### config.mk
export PLATFORM = sky130hd
export DESIGN_NAME = block_max_mean_sigma_top
export DESIGN_NICKNAME = d
export VERILOG_FILES = /design/src/sv/bmms_pkg.sv /design/src/sv/block_max_mean_sigma_top.sv /design/src/sv/bmms_jobq.sv /design/src/sv/bmms_front.sv /design/src/sv/bmms_back.sv
export SDC_FILE = /design/constraint.sdc
export NUM_CORES = 2
export LEC_CHECK = 0
export ABC_CLOCK_PERIOD_IN_PS = 15000
export BUFFER_PORTS_ARGS = -buffer_cell sky130_fd_sc_hd__buf_2
export CAP_MARGIN = 20
export CORE_MARGIN = 1
export CORE_UTILIZATION = 33
export DETAILED_ROUTE_END_ITERATION = 12
export PLACE_DENSITY = 0.5
export SETUP_SLACK_MARGIN = 0.05
export SLEW_MARGIN = 20
export SYNTH_ARGS = -nofsm -noshare
export SYNTH_HDL_FRONTEND = slang
export SYNTH_SLANG_ARGS = --single-unit
### constraint.sdc
create_clock -name clk_i -period 15 [get_ports clk_i]
set_input_delay 1.5 -clock clk_i [delete_from_list [all_inputs] [get_ports clk_i]]
set_output_delay 1.5 -clock clk_i [all_outputs]
set_load 0.02 [all_outputs]
### src/sv/bmms_pkg.sv
package bmms_pkg;

  localparam int unsigned MaxSamplesDef = 4096;
  localparam int unsigned SampleBitsDef = 24;
  localparam int unsigned SampleW       = 24;
  localparam int unsigned MeanW         = 32;
  localparam int unsigned SigmaW        = 32;
  localparam int unsigned JobDepth      = 4;

  typedef struct packed {
    logic signed [SampleW-1:0] sample;
    logic                      last;
  } bmms_in_t;

  typedef struct packed {
    logic signed [SampleW-1:0] peak;
    logic signed [MeanW-1:0]   mean_q8;
    logic [SigmaW-1:0]         sigma_q8;
    logic                      overflowed;
  } bmms_out_t;

  typedef enum logic [2:0] {
    BK_IDLE,
    BK_MUL_N,
    BK_MUL_S,
    BK_SQRT,
    BK_DIV_M,
    BK_DIV_S,
    BK_OUT
  } bk_state_e;

endpackage

### src/sv/block_max_mean_sigma_top.sv
// Per-block peak, mean and population standard deviation of signed samples.
// Input queue side: drive in_data_i and raise push_i; a sample is taken on a
// clock edge with push_i high and full_o low. Mark the final sample of a
// block with last. Up to one sample per cycle is accumulated.
// Result queue side: while empty_o is low, out_data_o holds the oldest
// result (peak, mean in Q.8, sigma in Q.8, overflow flag); pop_i takes it.
// The shift-add multiplies, the bit-serial square root and the restoring
// divider in the back end handle one block at a time; a new block is taken
// only once the last result is in the result register.
// Up to four finished blocks wait in the job queue; once three are queued,
// full_o rises and samples are held off. A stalled result receiver blocks the
// back end only; the front keeps accumulating until the queue fills.
// Reset clears the running state, the job queue and the result valid flag.
module block_max_mean_sigma_top import bmms_pkg::*; #(
  parameter int unsigned MAX_SAMPLES = MaxSamplesDef,
  parameter int unsigned SAMPLE_BITS = SampleBitsDef
) (
  input  logic      clk_i,
  input  logic      rst_ni,
  input  logic      push_i,
  output logic      full_o,
  input  bmms_in_t  in_data_i,
  output logic      empty_o,
  input  logic      pop_i,
  output bmms_out_t out_data_o
);

  localparam int unsigned CntW = $clog2(MAX_SAMPLES + 1);
  localparam int unsigned SumW = SAMPLE_BITS + CntW;
  localparam int unsigned SqW  = 2 * SAMPLE_BITS + CntW - 1;
  localparam int unsigned JobW = SAMPLE_BITS + SumW + SqW + CntW + 1;

  logic            accept, job_push, job_valid, job_pop, afull;
  logic [JobW-1:0] job_in, job_out;

  assign accept = push_i && !afull;
  assign full_o = afull;

  bmms_front #(
    .MAX_SAMPLES(MAX_SAMPLES),
    .SAMPLE_BITS(SAMPLE_BITS)
  ) u_front (
    .clk_i     (clk_i),
    .rst_ni    (rst_ni),
    .accept_i  (accept),
    .in_data_i (in_data_i),
    .job_push_o(job_push),
    .job_data_o(job_in)
  );

  bmms_jobq #(
    .Width(JobW),
    .Depth(JobDepth)
  ) u_jobq (
    .clk_i  (clk_i),
    .rst_ni (rst_ni),
    .push_i (job_push),
    .data_i (job_in),
    .afull_o(afull),
    .valid_o(job_valid),
    .data_o (job_out),
    .pop_i  (job_pop)
  );

  bmms_back #(
    .MAX_SAMPLES(MAX_SAMPLES),
    .SAMPLE_BITS(SAMPLE_BITS)
  ) u_back (
    .clk_i      (clk_i),
    .rst_ni     (rst_ni),
    .job_valid_i(job_valid),
    .job_data_i (job_out),
    .job_pop_o  (job_pop),
    .empty_o    (empty_o),
    .pop_i      (pop_i),
    .out_data_o (out_data_o)
  );

endmodule

### src/sv/bmms_jobq.sv
module bmms_jobq import bmms_pkg::*; #(
  parameter int unsigned Width = 8,
  parameter int unsigned Depth = JobDepth
) (
  input  logic             clk_i,
  input  logic             rst_ni,
  input  logic             push_i,
  input  logic [Width-1:0] data_i,
  output logic             afull_o,
  output logic             valid_o,
  output logic [Width-1:0] data_o,
  input  logic             pop_i
);

  localparam int unsigned PtrW = (Depth > 1) ? $clog2(Depth) : 1;
  localparam int unsigned CntW = $clog2(Depth + 1);

  logic [Width-1:0] mem_q [Depth];
  logic [PtrW-1:0]  wr_q, rd_q;
  logic [CntW-1:0]  cnt_q;
  logic             do_pop;

  assign do_pop  = pop_i && (cnt_q != '0);
  assign valid_o = (cnt_q != '0);
  assign data_o  = mem_q[rd_q];
  // leave room for the one item still in the front's square stage
  assign afull_o = (cnt_q >= CntW'(Depth - 1));

  always_ff @(posedge clk_i) begin
    if (push_i) begin
      mem_q[wr_q] <= data_i;
    end
  end

  always_ff @(posedge clk_i or negedge rst_ni) begin
    if (!rst_ni) begin
      wr_q  <= '0;
      rd_q  <= '0;
      cnt_q <= '0;
    end else begin
      if (push_i) begin
        wr_q <= (wr_q == PtrW'(Depth - 1)) ? '0 : wr_q + 1'b1;
      end
      if (do_pop) begin
        rd_q <= (rd_q == PtrW'(Depth - 1)) ? '0 : rd_q + 1'b1;
      end
      if (push_i && !do_pop) begin
        cnt_q <= cnt_q + 1'b1;
      end else if (!push_i && do_pop) begin
        cnt_q <= cnt_q - 1'b1;
      end
    end
  end

endmodule

### src/sv/bmms_front.sv
module bmms_front import bmms_pkg::*; #(
  parameter int unsigned MAX_SAMPLES = MaxSamplesDef,
  parameter int unsigned SAMPLE_BITS = SampleBitsDef,
  localparam int unsigned CntW = $clog2(MAX_SAMPLES + 1),
  localparam int unsigned SumW = SAMPLE_BITS + CntW,
  localparam int unsigned SqW  = 2 * SAMPLE_BITS + CntW - 1,
  localparam int unsigned JobW = SAMPLE_BITS + SumW + SqW + CntW + 1
) (
  input  logic            clk_i,
  input  logic            rst_ni,
  input  logic            accept_i,
  input  bmms_in_t        in_data_i,
  output logic            job_push_o,
  output logic [JobW-1:0] job_data_o
);

  logic                          s1_vld_q, s1_last_q;
  logic signed [SAMPLE_BITS-1:0] s1_smp_q;
  logic [2*SAMPLE_BITS-1:0]      s1_sq_q;

  logic signed [SAMPLE_BITS-1:0]   smp_w;
  logic signed [2*SAMPLE_BITS-1:0] smp_x, sq_w;

  logic signed [SAMPLE_BITS-1:0] max_q, max_d;
  logic signed [SumW-1:0]        sum_q, sum_d;
  logic [SqW-1:0]                sq_q, sq_d;
  logic [CntW-1:0]               cnt_q, cnt_d;
  logic                          ovf_q, ovf_d;

  assign smp_w = in_data_i.sample[SAMPLE_BITS-1:0];
  assign smp_x = (2*SAMPLE_BITS)'(smp_w);
  assign sq_w  = smp_x * smp_x;

  always_ff @(posedge clk_i or negedge rst_ni) begin
    if (!rst_ni) begin
      s1_vld_q <= 1'b0;
    end else begin
      s1_vld_q <= accept_i;
    end
  end

  always_ff @(posedge clk_i) begin
    if (accept_i) begin
      s1_last_q <= in_data_i.last;
      s1_smp_q  <= smp_w;
      s1_sq_q   <= sq_w;
    end
  end

  always_comb begin
    max_d = max_q;
    sum_d = sum_q;
    sq_d  = sq_q;
    cnt_d = cnt_q;
    ovf_d = ovf_q;
    if (s1_vld_q) begin
      if (cnt_q < CntW'(MAX_SAMPLES)) begin
        if (s1_smp_q > max_q) begin
          max_d = s1_smp_q;
        end
        sum_d = sum_q + SumW'(s1_smp_q);
        sq_d  = sq_q + SqW'(s1_sq_q);
        cnt_d = cnt_q + 1'b1;
      end else begin
        // block too long: drop the sample, flag it
        ovf_d = 1'b1;
      end
    end
  end

  assign job_push_o = s1_vld_q && s1_last_q;
  assign job_data_o = {max_d, sum_d, sq_d, cnt_d, ovf_d};

  always_ff @(posedge clk_i or negedge rst_ni) begin
    if (!rst_ni) begin
      max_q <= {1'b1, {(SAMPLE_BITS-1){1'b0}}};
      sum_q <= '0;
      sq_q  <= '0;
      cnt_q <= '0;
      ovf_q <= 1'b0;
    end else if (job_push_o) begin
      max_q <= {1'b1, {(SAMPLE_BITS-1){1'b0}}};
      sum_q <= '0;
      sq_q  <= '0;
      cnt_q <= '0;
      ovf_q <= 1'b0;
    end else begin
      max_q <= max_d;
      sum_q <= sum_d;
      sq_q  <= sq_d;
      cnt_q <= cnt_d;
      ovf_q <= ovf_d;
    end
  end

endmodule

### src/sv/bmms_back.sv
module bmms_back import bmms_pkg::*; #(
  parameter int unsigned MAX_SAMPLES = MaxSamplesDef,
  parameter int unsigned SAMPLE_BITS = SampleBitsDef,
  localparam int unsigned CntW = $clog2(MAX_SAMPLES + 1),
  localparam int unsigned SumW = SAMPLE_BITS + CntW,
  localparam int unsigned SqW  = 2 * SAMPLE_BITS + CntW - 1,
  localparam int unsigned JobW = SAMPLE_BITS + SumW + SqW + CntW + 1
) (
  input  logic            clk_i,
  input  logic            rst_ni,
  input  logic            job_valid_i,
  input  logic [JobW-1:0] job_data_i,
  output logic            job_pop_o,
  output logic            empty_o,
  input  logic            pop_i,
  output bmms_out_t       out_data_o
);

  localparam int unsigned VW    = CntW + SqW;
  localparam int unsigned XW    = ((VW + 17) / 2) * 2;
  localparam int unsigned RW    = XW / 2;
  localparam int unsigned DW0   = (SumW + 8 > RW) ? SumW + 8 : RW;
  localparam int unsigned DW    = (DW0 > MeanW) ? DW0 : MeanW;
  localparam int unsigned StepW = $clog2(DW + 1);

  bk_state_e st_q, st_d;

  logic signed [SAMPLE_BITS-1:0] j_max;
  logic signed [SumW-1:0]        j_sum;
  logic [SqW-1:0]                j_sq;
  logic [CntW-1:0]               j_cnt;
  logic                          j_ovf;

  logic signed [SAMPLE_BITS-1:0] peak_q;
  logic [CntW-1:0]               n_q;
  logic [SumW-1:0]               mag_q;
  logic                          neg_q, ovf_q;
  logic [SqW-1:0]                sumsq_q;
  logic [SumW-1:0]               msh_q;
  logic [VW-1:0]                 acc_q, sq2_q;
  logic [XW-1:0]                 x_q;
  logic [RW+1:0]                 rem_q;
  logic [RW-1:0]                 root_q;
  logic [DW-1:0]                 dv_q;
  logic [CntW-1:0]               dr_q;
  logic [StepW-1:0]              step_q;
  logic [MeanW-1:0]              mean_q;
  logic                          res_vld_q;
  bmms_out_t                     res_q;

  logic                          last_step, slot_free;
  logic [RW+1:0]                 rem2, trial;
  logic [CntW:0]                 dr2;
  logic                          dq_bit;

  assign {j_max, j_sum, j_sq, j_cnt, j_ovf} = job_data_i;

  assign last_step = (step_q == StepW'(1));
  assign slot_free = !res_vld_q || pop_i;

  // one root bit per step: bring down two radicand bits, try 4*root+1
  assign rem2  = {rem_q[RW-1:0], x_q[XW-1 -: 2]};
  assign trial = {root_q, 2'b01};

  // one quotient bit per step, restoring
  assign dr2    = {dr_q, dv_q[DW-1]};
  assign dq_bit = (dr2 >= {1'b0, n_q});

  always_comb begin
    st_d = st_q;
    unique case (st_q)
      BK_IDLE:  if (job_valid_i) st_d = BK_MUL_N;
      BK_MUL_N: if (last_step) st_d = BK_MUL_S;
      BK_MUL_S: if (last_step) st_d = BK_SQRT;
      BK_SQRT:  if (last_step) st_d = BK_DIV_M;
      BK_DIV_M: if (last_step) st_d = BK_DIV_S;
      BK_DIV_S: if (last_step) st_d = BK_OUT;
      BK_OUT:   if (slot_free) st_d = BK_IDLE;
      default:  st_d = BK_IDLE;
    endcase
  end

  always_comb begin
    job_pop_o = (st_q == BK_IDLE) && job_valid_i;
  end

  always_ff @(posedge clk_i or negedge rst_ni) begin
    if (!rst_ni) begin
      st_q      <= BK_IDLE;
      res_vld_q <= 1'b0;
    end else begin
      st_q <= st_d;
      if (st_q == BK_OUT && slot_free) begin
        res_vld_q <= 1'b1;
      end else if (pop_i) begin
        res_vld_q <= 1'b0;
      end
    end
  end

  always_ff @(posedge clk_i) begin
    unique case (st_q)
      BK_IDLE: begin
        if (job_valid_i) begin
          peak_q  <= j_max;
          n_q     <= j_cnt;
          neg_q   <= j_sum[SumW-1];
          mag_q   <= j_sum[SumW-1] ? SumW'(-j_sum) : SumW'(j_sum);
          ovf_q   <= j_ovf;
          sumsq_q <= j_sq;
          msh_q   <= {j_cnt, {(SumW-CntW){1'b0}}};
          acc_q   <= '0;
          sq2_q   <= '0;
          step_q  <= StepW'(CntW);
        end
      end
      BK_MUL_N: begin
        acc_q <= {acc_q[VW-2:0], 1'b0} + (msh_q[SumW-1] ? VW'(sumsq_q) : '0);
        if (last_step) begin
          msh_q  <= mag_q;
          step_q <= StepW'(SumW - 1);
        end else begin
          msh_q  <= {msh_q[SumW-2:0], 1'b0};
          step_q <= step_q - 1'b1;
        end
      end
      BK_MUL_S: begin
        // the lowest bit of the square is folded into the first root step
        sq2_q <= {sq2_q[VW-2:0], 1'b0} + (msh_q[SumW-1] ? VW'(mag_q) : '0);
        msh_q <= {msh_q[SumW-2:0], 1'b0};
        if (last_step) begin
          step_q <= StepW'(RW + 1);
          rem_q  <= '0;
          root_q <= '0;
        end else begin
          step_q <= step_q - 1'b1;
        end
      end
      BK_SQRT: begin
        if (step_q == StepW'(RW + 1)) begin
          // first step: radicand is (n*sumsq - sum^2) * 65536, form it now
          x_q <= XW'({acc_q - ({sq2_q[VW-2:0], 1'b0} + (msh_q[SumW-1] ? VW'(mag_q) : '0)),
                      16'b0});
        end else begin
          x_q <= {x_q[XW-3:0], 2'b00};
          if (rem2 >= trial) begin
            rem_q  <= rem2 - trial;
            root_q <= {root_q[RW-2:0], 1'b1};
          end else begin
            rem_q  <= rem2;
            root_q <= {root_q[RW-2:0], 1'b0};
          end
        end
        if (last_step) begin
          step_q <= StepW'(DW);
          dv_q   <= DW'({mag_q, 8'b0});
          dr_q   <= '0;
        end else begin
          step_q <= step_q - 1'b1;
        end
      end
      BK_DIV_M, BK_DIV_S: begin
        if (last_step) begin
          step_q <= StepW'(DW);
          dr_q   <= '0;
          if (st_q == BK_DIV_M) begin
            // quotient of the mean is complete after this shift; apply the sign
            mean_q <= neg_q ? MeanW'(~{dv_q[DW-2:0], dq_bit} + 1'b1)
                            : MeanW'({dv_q[DW-2:0], dq_bit});
            dv_q   <= DW'(root_q);
          end else begin
            dv_q <= {dv_q[DW-2:0], dq_bit};
          end
        end else begin
          step_q <= step_q - 1'b1;
          dr_q   <= dq_bit ? CntW'(dr2 - {1'b0, n_q}) : dr2[CntW-1:0];
          dv_q   <= {dv_q[DW-2:0], dq_bit};
        end
      end
      BK_OUT: begin
        if (slot_free) begin
          res_q.peak       <= SampleW'(peak_q);
          res_q.mean_q8    <= mean_q;
          res_q.sigma_q8   <= dv_q[SigmaW-1:0];
          res_q.overflowed <= ovf_q;
        end
      end
      default: begin
      end
    endcase
  end

  assign empty_o    = !res_vld_q;
  assign out_data_o = res_q;

endmodule
==> flow_metrics.py <==
metrics = {
    "clock_tree": {
        "root_buffer": "clkbuf_16",
        "clock-sinks": 1425,
        "h-tree-depth": 4,
        "clkLatencyLatePin_ns": 0.83,
        "cts_buffer_depth": 3,
        "cts_tree": "yes",
        "post_cts.repair.setup_buffers": 0,
        "post_cts_resized": 0,
        "cts_made_buffers": 161,
        "postCtsHoldBufs": 0,
        "clkSlewWorstSetupHoldPaths_ns": 0.06,
    },
    "detailed_routing": {
        "dr_wl_met2_um": 104000,
        "drc_errors": 0,
        "vias": 57400,
        "drt_iter0_drc": 3745,
        "ant_nets": 0,
        "top_layer": "met4",
        "drt_first_pass_iters": 5,
        "avgViaCountPerCell": 4.90,
        "wl_um": 225000,
        "met3_length_um": 6910,
        "wl_per_cell_um": 19.2,
        "drt-met1-wl_um": 111000,
    },
    "critical_path": {
        "start_kind": "input pin",
        "slowest_delay_ns": 0.64,
        "cp_data_arrival_time_ns": 9.67,
        "cp_slowest_cell": "a2111oi_0",
        "path_class": "input pin to flip-flop",
        "cp-end-kind": "flip-flop",
        "cp.required_ns": 15.53,
        "path_max_fanout": 24,
    },
    "die": {
        "core-area_mm2": 0.274,
        "fp.dieW_um": 527,
        "ios": 120,
        "start_util_pct": 33.2,
        "chipHeight_um": 527,
        "die_area_mm2": 0.278,
        "rows": 192,
    },
    "logic_synthesis": {
        "synth_commonest_cells": "edfxtp_1 (1278), inv_1 (896), nand2_1 (716)",
        "synth.area.top_cells": "edfxtp_1 (42%), fa_1 (13%), ha_1 (6.7%), dfrtp_1 (4.0%), inv_1 (3.7%)",
        "syn_area_mm2": 0.0911,
        "yosys_warnings": 0,
        "ys_ff_latch": 1425,
        "post_synth.cell_area_avg_um2": 11.6,
        "yosysTopAreaCellShare_pct": 42.1,
        "yosys.area.top_type": "edfxtp_1",
        "yosysMostFrequentCell": "edfxtp_1",
        "async_flop_share_pct": 10.3,
        "syn_inst": 7861,
        "synth_edf_count": 1278,
        "synth_ff_type": "edfxtp_1",
        "synthesis.nets": 8950,
        "ys_seq_area_share_pct": 46.2,
        "yosysUniqueCellTypes": 94,
    },
    "status": {
        "outcome": "completed",
    },
    "sta": {
        "max_freq_mhz": 109,
        "setup_viol": 0,
        "worstMarginPinSlew_ns": 1.07,
        "hold_viol_final": 0,
        "slew_headroom_pct": 28.8,
        "min_period_over_period_pct": 61.0,
        "rsz0062_at_grt": "no",
        "period_needed_ns": 9.14,
        "tns_ns": 0,
        "fin_skew_ns": 0.0701,
        "finalMaxSlewViolations": 0,
    },
    "global_routing": {
        "grt_start_max_net_pins": 105,
        "grt_usage_pct": 16.1,
        "grt_pass1_wl_um": 350000,
        "grt_overflow_total": 0,
        "antenna_found_initial": 2,
        "grt_pass1_vias": 58800,
    },
    "layout": {
        "fin_nets": 8992,
        "area_growth_pct": 11.1,
        "final_layout_size_suffix_gt1_share_pct": 8.28,
        "final_area_mm2": 0.101,
        "final_cell_count_no_fill": 11700,
    },
    "pwr": {
        "power_density_mw_per_mm2": 254,
        "p_leak_nw": 40.9,
        "total_power_w": 0.0257,
        "ir_drop_mv": 0.625,
    },
    "job": {
        "drv_cap": 0,
    },
    "placed_design": {
        "placed_cell_area_mm2": 0.0957,
        "dp.cells": 11400,
        "dp_hpwl_um": 165000,
        "port-buffer-count": 119,
        "routabilityCongestion": 0.834,
    },
    "worst_hold_path": {
        "min_path_type": "flip-flop to flip-flop",
    },
}
==> power breakdown <==
part           internal, W  switching, W  total, W  leakage, nW
logic              0.00651       0.00925    0.0158         24.4
clock network      0.00235       0.00170   0.00405         2.64
registers          0.00574      0.000195   0.00594         13.8
total               0.0146        0.0111    0.0257         40.9
==> worst max-delay path: cells and delay by family <==
| family | cells | cell delay [ns] |
|---|---|---|
| adder cells (fa/ha/maj) | 8 | 3.85 |
| AO/OA/AOI/OAI | 7 | 2.03 |
| buffers and inverters | 8 | 1.17 |
| AND/OR/NAND/NOR | 5 | 0.93 |
| XOR/XNOR | 1 | 0.13 |
==> sequential cells by signal, indices dropped and copies added, names as in the netlist, 47 cells and up <==
| name | flops |
|---|---|
| u_back.acc_q | 73 |
| u_back.out_data_o | 89 |
| u_back.sq2_q | 72 |
| u_back.sumsq_q | 60 |
| u_back.x_q | 74 |
| u_front.s1_sq_q | 47 |
| u_front.sq_q | 60 |
| u_jobq.mem_q | 540 |
==> cell usage in the layout, fill, tap and decap left out, types with 23 or more instances in the layout <==
master	netlist	final
edfxtp_1	1278	1278
inv_1	896	893
nand2_1	716	711
fa_1	570	570
ha_1	490	490
nor2_1	476	473
a21oi_1	443	442
o21ai_0	340	339
and2_1	329	329
xnor2_1	270	270
a21o_1	221	221
xor2_1	187	187
clkbuf_16	0	163
dfrtp_1	146	144
mux4_2	134	134
buf_2	23	118
nand3_1	113	113
nor2b_1	76	76
and3_1	76	72
nand4_1	64	64
o21bai_1	54	54
mux2i_1	51	51
buf_4	3	50
nand2b_1	52	49
nor3_1	48	48
o21a_1	45	45
a31oi_1	40	40
clkbuf_1	253	40
a211oi_1	38	38
mux2_2	29	29
clkinv_1	1	29
o31ai_1	29	29
a22o_1	25	25
or3_1	24	23
==> cell families (layout without fill, tap and decap cells) <==
kind of cell | count (synthesis) | in the layout | share of synthesized area (%)
and+or+nand+nor | 2056 | 2056 | 10.8
muxes | 214 | 214 | 4.23
AOI/OAI and AO/OA | 1452 | 1452 | 10.1
adders and majority gates | 1060 | 1060 | 19.3
xor gates and xnor gates | 465 | 465 | 4.54
DFF | 1425 | 1425 | 46.2
other | 0 | 2 | 0
buffers and inverters | 1189 | 1367 | 4.95
==> area by class of cell <==
cell class | count | area, um^2
Fill cell | 26800 | 173000
Timing Repair Buffer | 171 | 1020
Clock buffer | 207 | 4280
Multi-Input combinational cell | 5247 | 44700
Inverter | 897 | 3370
Tap cell | 3686 | 4610
Antenna cell | 2 | 5.00
Sequential cell | 1425 | 42100
Clock inverter | 92 | 1200
==> layer usage <==
metal / GRT usage, % / vias up
met1: 23.2 / 28800
met2: 25.8 / 926
met4: 3.46 / 0
met5: 0 / -
met3: 1.71 / 218
li1: - / 27500
==> through the flow <==
step	util [%]	hold slack, ns	setup slack (ns)
after floorplan	-	0.400	6.08
after global placement	34.9	0.403	5.00
after detailed placement	34.9	0.405	5.00
after CTS	36.9	0.418	5.85
after global routing	36.9	0.420	5.43
final	36.9	0.416	5.86
==> path summary, 6_finish.rpt <==
| path | startpoint | to | slack [ns] | cells past startpoint |
|---|---|---|---|---|
| worst max-delay path | in_data_i[2] | u_front.s1_sq_q[42]$_DFFE_PP_ | 5.86 | 29 |
| max in group asynchronous | rst_ni | u_front.max_q[14]$_DFF_PN0_ | 13.10 | 2 |
| worst min-delay path | u_back.peak_q[10]$_DFFE_PP_ | u_back.out_data_o[75]$_DFFE_PP_ | 0.42 | 0 |
| min in group asynchronous | rst_ni | u_back.res_vld_q$_DFFE_PN0P_ | 0.59 | 1 |
| worst min register to register | u_back.peak_q[10]$_DFFE_PP_ | u_back.out_data_o[75]$_DFFE_PP_ | 0.42 | 0 |
| worst max register to register | u_back.msh_q[36]$_DFFE_PP_ | u_back.x_q[87]$_DFFE_PP_ | 6.85 | 26 |
Power figures use the tool's default switching activity.
